==> src/hdl/iira_pkg.sv <==
// shared constants, operation and status codes, and the controller/datapath
// command and status structs for the indexed insert/remove array
// no dependencies
package iira_pkg;

  localparam int CAPACITY  = 256;
  localparam int WORD_BITS = 32;

  localparam int ADDR_W = $clog2(CAPACITY);
  localparam int CNT_W  = $clog2(CAPACITY + 1);

  // fixed field widths of the stream beats
  localparam int OP_W     = 3;
  localparam int POS_W    = 9;
  localparam int VAL_W    = 32;
  localparam int STAT_W   = 2;
  localparam int COUNT_W  = 9;
  localparam int CMP_W    = (POS_W > CNT_W) ? POS_W : CNT_W;

  localparam int IN_TDATA_W  = ((POS_W + VAL_W + 7) / 8) * 8;
  localparam int OUT_TDATA_W = ((STAT_W + VAL_W + COUNT_W + 7) / 8) * 8;

  localparam logic [OP_W-1:0] OP_INSERT = 3'd0;
  localparam logic [OP_W-1:0] OP_APPEND = 3'd1;
  localparam logic [OP_W-1:0] OP_REMOVE = 3'd2;
  localparam logic [OP_W-1:0] OP_GET    = 3'd3;
  localparam logic [OP_W-1:0] OP_SET    = 3'd4;
  localparam logic [OP_W-1:0] OP_CLEAR  = 3'd5;

  localparam logic [STAT_W-1:0] ST_OK   = 2'd0;
  localparam logic [STAT_W-1:0] ST_OOB  = 2'd1;
  localparam logic [STAT_W-1:0] ST_FULL = 2'd2;

  typedef struct packed {
    logic load_req;   // capture the request beat
    logic ptr_init;   // load the shift pointer
    logic ptr_step;   // move the shift pointer one place
    logic mem_rd;     // read the store into the read register
    logic rd_at_pos;  // read address is the request position, else the pointer
    logic mem_wr;     // write the store
    logic wr_put;     // write the request word at its position, else shift
    logic finish;     // update the count and load the result register
  } iira_cmd_t;

  typedef struct packed {
    logic [OP_W-1:0] op;
    logic            ok;
    logic            shift_none;
    logic            shift_last;
    logic            out_busy;
  } iira_status_t;

endpackage

==> src/hdl/iira_ctrl.sv <==
// controller state machine: sequences the shift, put, get and finish steps
// of one request; depends on iira_pkg
module iira_ctrl (
  input  logic                   clk,
  input  logic                   rst_n,
  input  logic                   in_tvalid,
  output logic                   in_tready,
  input  iira_pkg::iira_status_t st,
  output iira_pkg::iira_cmd_t    cmd
);
  import iira_pkg::*;

  localparam logic [2:0] S_IDLE   = 3'd0;
  localparam logic [2:0] S_DECIDE = 3'd1;
  localparam logic [2:0] S_SH_RD  = 3'd2;
  localparam logic [2:0] S_SH_WR  = 3'd3;
  localparam logic [2:0] S_PUT    = 3'd4;
  localparam logic [2:0] S_GET_RD = 3'd5;
  localparam logic [2:0] S_FIN    = 3'd6;

  logic [2:0] state_r, state_nxt;

  assign in_tready = (state_r == S_IDLE);

  always_comb begin
    state_nxt = state_r;
    cmd       = '0;
    case (state_r)
      S_IDLE: begin
        if (in_tvalid) begin
          cmd.load_req = 1'b1;
          state_nxt    = S_DECIDE;
        end
      end
      S_DECIDE: begin
        if (!st.ok) begin
          state_nxt = S_FIN;
        end else begin
          case (st.op)
            OP_INSERT, OP_APPEND: begin
              cmd.ptr_init = 1'b1;
              state_nxt    = st.shift_none ? S_PUT : S_SH_RD;
            end
            OP_REMOVE: begin
              cmd.ptr_init = 1'b1;
              state_nxt    = st.shift_none ? S_FIN : S_SH_RD;
            end
            OP_GET:  state_nxt = S_GET_RD;
            OP_SET:  state_nxt = S_PUT;
            default: state_nxt = S_FIN;
          endcase
        end
      end
      S_SH_RD: begin
        cmd.mem_rd = 1'b1;
        state_nxt  = S_SH_WR;
      end
      S_SH_WR: begin
        cmd.mem_wr = 1'b1;
        if (st.shift_last) begin
          state_nxt = (st.op == OP_REMOVE) ? S_FIN : S_PUT;
        end else begin
          cmd.ptr_step = 1'b1;
          state_nxt    = S_SH_RD;
        end
      end
      S_PUT: begin
        cmd.mem_wr = 1'b1;
        cmd.wr_put = 1'b1;
        state_nxt  = S_FIN;
      end
      S_GET_RD: begin
        cmd.mem_rd    = 1'b1;
        cmd.rd_at_pos = 1'b1;
        state_nxt     = S_FIN;
      end
      S_FIN: begin
        if (!st.out_busy) begin
          cmd.finish = 1'b1;
          state_nxt  = S_IDLE;
        end
      end
      default: state_nxt = S_IDLE;
    endcase
  end

  always_ff @(posedge clk) begin
    if (!rst_n) state_r <= S_IDLE;
    else        state_r <= state_nxt;
  end

  a_wr_after_rd: assert property (@(posedge clk) disable iff (!rst_n)
    (state_r == S_SH_WR) |-> ($past(state_r) == S_SH_RD))
    else $error("shift write without its read");

  a_put_only_ins_set: assert property (@(posedge clk) disable iff (!rst_n)
    (state_r == S_PUT) |-> (st.ok && (st.op == OP_INSERT || st.op == OP_APPEND ||
                                       st.op == OP_SET)))
    else $error("store written for a request that must not change it");

  a_fin_to_idle: assert property (@(posedge clk) disable iff (!rst_n)
    (state_r == S_FIN && !st.out_busy) |=> (state_r == S_IDLE))
    else $error("controller did not return to idle after finishing");

endmodule

==> config.mk <==
export PLATFORM = sky130hd
export DESIGN_NAME = iira_ctrl
export DESIGN_NICKNAME = d
export VERILOG_FILES = /design/src/hdl/iira_pkg.sv /design/src/hdl/iira_ctrl.sv
export SDC_FILE = /design/constraint.sdc
export NUM_CORES = 1
export LEC_CHECK = 0
export BUFFER_PORTS_ARGS = -buffer_cell sky130_fd_sc_hd__buf_2
export CORE_AREA = 2 2 39 41
export CTS_BUF_LIST = sky130_fd_sc_hd__clkbuf_2 sky130_fd_sc_hd__clkbuf_4 sky130_fd_sc_hd__clkbuf_8
export DETAILED_ROUTE_END_ITERATION = 6
export DIE_AREA = 0 0 41 43
export GPL_TIMING_DRIVEN = 0
export PLACE_DENSITY = 0.59
export SYNTH_ARGS = -nofsm -noshare
export SYNTH_HDL_FRONTEND = slang
export SYNTH_SLANG_ARGS = --single-unit
==> constraint.sdc <==
create_clock -name clk -period 1.54 [get_ports clk]
set_input_delay 0.077 -clock clk [delete_from_list [all_inputs] [get_ports clk]]
set_output_delay 0.077 -clock clk [all_outputs]
set_load 0.1 [all_outputs]
### Word level (Yosys, flattened, before mapping)

Cells that the tools add are included.

* bits of input ports: 10
* bits in registers: 3
* word-level logic and storage cells: 43

* multiplexer cells: 22
* equal/unequal tests: 12
* reduce and logical (&&, ||, !) cells: 8

Operators with widths (number)
* two-way mux 3 bit: 6
* case mux 3 bit (6 select lines): 1
* two-way mux 1 bit: 13
* equality test 3 x 2 -> 1 bit (second input constant): 4
* equality test 3 bit (second input constant): 4
* case mux 3 bit (4 select lines): 1
* OR reduction 2 bit: 4
* equality test 3 x 1 -> 1 bit (second input constant): 2
* logical NOT 3 bit: 2
* != test 2 bit (second input constant): 2
* OR reduction 3 bit: 1
* two-way mux 2 bit: 1
* AND reduction 2 bit: 1

### Longest topological paths before layout

* depth after elaboration: 5
* mapped depth: 4

### Least setup slack after synthesis

Ideal clock, no wire load.

* kind: register -> output
* start: register state_r[1]
* end: output cmd[7] (netlist name)
* cell stages (with the launch flop): 4
* path slack: -2060 ps
* buffers on the path: 1
* data arrival time: 3523 ps
* cell sequence: dfxtp_1 -> buf_2 -> nor3_1 -> and2_1

RTL lines
* start, declared: RTL line iira_ctrl.sv:21 `logic [2:0] state_r, state_nxt;`
* start signal, assigned: RTL line iira_ctrl.sv:89 `else state_r <= state_nxt;`
* end, declared: RTL line iira_ctrl.sv:9 `output iira_pkg::iira_cmd_t cmd`

==> impl_metrics.tcl <==
set metrics [dict create \
    grt_pass1_vias 367 \
    ant_nets 0 \
    io_pins 19 \
    synthesis.nets 53 \
    tightest_slew_ps 483.1 \
    utilization_pct 39.24 \
    fin_crit_ps 1453 \
    drc 0 \
    dieHeight_um 43 \
    cts_max_path_buffers 2 \
    cp.required_ps 1460 \
    syn_to_final_growth_pct 70.87 \
    finalNonFillerCells 81 \
    slew_headroom_pct 68.01 \
    hold_class "primary input to flop" \
    placed_cell_area_sq_um 483.0 \
    ctsHoldBuffers 0 \
    post-place-ws_ps 135.6 \
    hold_viol 0 \
    top_register "state_r" \
    critPathArrivalTime_ps 1380 \
    diodes 0 \
    fin_ws_ps 86.95 \
    skew_ps 1.965 \
    largestRegisters "state_r: 3 flops" \
    drtIter0Drc 5 \
    port-buffer-count 18 \
    drv_cap 0 \
    status "finished, final reports clean" \
    cts_setup_buffers 0 \
    slew_viol_final 0 \
    initial_utilization_pct 22.97 \
    overflow 0 \
    grt_usage_pct 12.85 \
    clkTransAtPathRegs_ps 40 \
    gp_congestion 0.6965 \
    crit_path_start_kind "flop" \
    criticalPathCategory "flop to primary output" \
    place_inst 77 \
    cts_buffers 3 \
    finalSetupViolCount 0 \
    synth_cell_types 29 \
    drt_pass1_iterations 3 \
    hpwl_um 734 \
    drive_above_1_share_pct 56.92 \
    stdcell_area_sq_um 543.0 \
    antenna_found_initial 0 \
    htree_levels 1 \
    synth-warning-count 0 \
    avgSynthCellArea_sq_um 7.391 \
    die-width_um 41 \
    vias_per_cell 5.049 \
    rows 14 \
    fin_nets 76 \
    numClockSinks 3 \
    max_freq_mhz 688.2 \
    synth.yosys.seq_area_share_pct 18.90 \
    drt_wl_total_um 932 \
    cts-root-buf "clkbuf_4" \
    core_region_area_sq_um 1384 \
    vias 409 \
    largest_reg_flops 3 \
    grt_pass1_wl_mm 1.490 \
    cts_tree "done" \
    worstPathMaxFanout 5 \
    synth_area_sq_um 317.8 \
    ys_ff_latch 3 \
    wire_per_inst_um 11.51 \
    finalCritPeriodShare_pct 94.35 \
    synthCells 43 \
    cp-end-kind "primary output" \
    die-area_sq_um 1763 \
    grt_max_degree 11 \
    clk_latency_ps 230 \
]
-- cells in the mapped netlist --
cell type | instances | area share, %
a21boi_1 | 1 | 2.4
a311o_1 | 1 | 3.1
a31oi_1 | 1 | 2.0
a41oi_1 | 1 | 2.8
a41oi_2 | 1 | 5.1
and2_1 | 1 | 2.0
and2b_1 | 2 | 4.7
and4_1 | 1 | 2.8
and4b_1 | 1 | 3.1
buf_2 | 2 | 3.1
buf_6 | 1 | 3.5
dfxtp_1 | 3 | 19
inv_1 | 1 | 1.2
inv_2 | 1 | 1.2
nand2_1 | 4 | 4.7
nand2b_1 | 1 | 2.0
nand3_1 | 2 | 3.1
nor2_1 | 6 | 7.1
nor2_2 | 1 | 2.0
nor2b_1 | 1 | 2.0
nor3_1 | 2 | 3.1
nor3b_1 | 1 | 2.4
nor4_2 | 1 | 3.9
o21a_1 | 1 | 2.4
o21ai_0 | 1 | 1.6
o22ai_1 | 1 | 2.0
o311ai_1 | 1 | 2.8
o41ai_1 | 1 | 2.8
or2b_1 | 1 | 2.4
-- worst max-delay path, cell delays in order, from the launching register on --
cell     delay (ps)
dfxtp_1         360
or2b_1          320
o22ai_2         160
buf_4           300
-- cell families after synthesis --
kind of cell / synth area share, %
and+or+nand+nor: 45.28
AOI/OAI and AO/OA: 26.78
DFF: 18.90
buffers and inverters: 9.053
-- metrics by stage --
stage / hold slack, ps / setup TNS, ps
floorplan: 231.5 / -1369
global placement: 372.0 / 0
detailed placement: 367.1 / 0
CTS: 131.8 / 0
global route: 142.4 / -5.339
finish: 140.2 / 0
-- final timing paths --
path                                start  cells past startpoint                       to  slack, ps
hold / removal                      rst_n                      2  state_r[0]$_SDFFE_PN0P_        140
setup / recovery  state_r[2]$_SDFFE_PN0P_                      3                   cmd[4]         90
hold reg to reg   state_r[1]$_SDFFE_PN0P_                      3  state_r[2]$_SDFFE_PN0P_        690
setup reg to reg  state_r[1]$_SDFFE_PN0P_                      4  state_r[0]$_SDFFE_PN0P_        320
-- placed cells by master, fill, tap and decap left out, drive strengths merged --
master	netlist	routed
a21boi	1	1
a311o	1	1
a31oi	1	1
a41oi	2	2
and2	1	1
and2b	2	2
and4	1	1
and4b	1	1
buf	3	20
clkbuf	0	5
dfxtp	3	3
inv	2	2
nand2	4	4
nand2b	1	1
nand3	2	2
nor2	7	7
nor2b	1	1
nor3	2	2
nor3b	1	1
nor4	1	1
o21a	1	1
o21ai	1	1
o22ai	1	1
o311ai	1	1
o41ai	1	1
or2b	1	1
-- layout make-up --
| cell class | count | area, sq um |
|---|---|---|
| inverter | 2 | 10.01 |
| buffer | 3 | 30.03 |
| timing repair buffer | 18 | 117.6 |
| clock buffer | 4 | 30.03 |
| tap | 16 | 20.02 |
| sequential | 3 | 60.06 |
| multi-input combinational | 35 | 275.3 |
| fill | 155 | 840.8 |
-- layer usage --
layer	vias to the layer above	GRT usage [%]	part of all wire, %
li1	205	-	-
met1	188	14.79	40
met2	16	19.06	53
met3	0	3.141	6.8
met4	0	10.00	0
met5	-	0	0
-- what timing repair did --
action,in CTS,in global routing
setup endpoints to repair,6,4
gates resized for setup,6,6
pin swaps,0,0
Power is not shown: default switching activity piles up to over one toggle a cycle in this logic, so the estimate is an artifact.
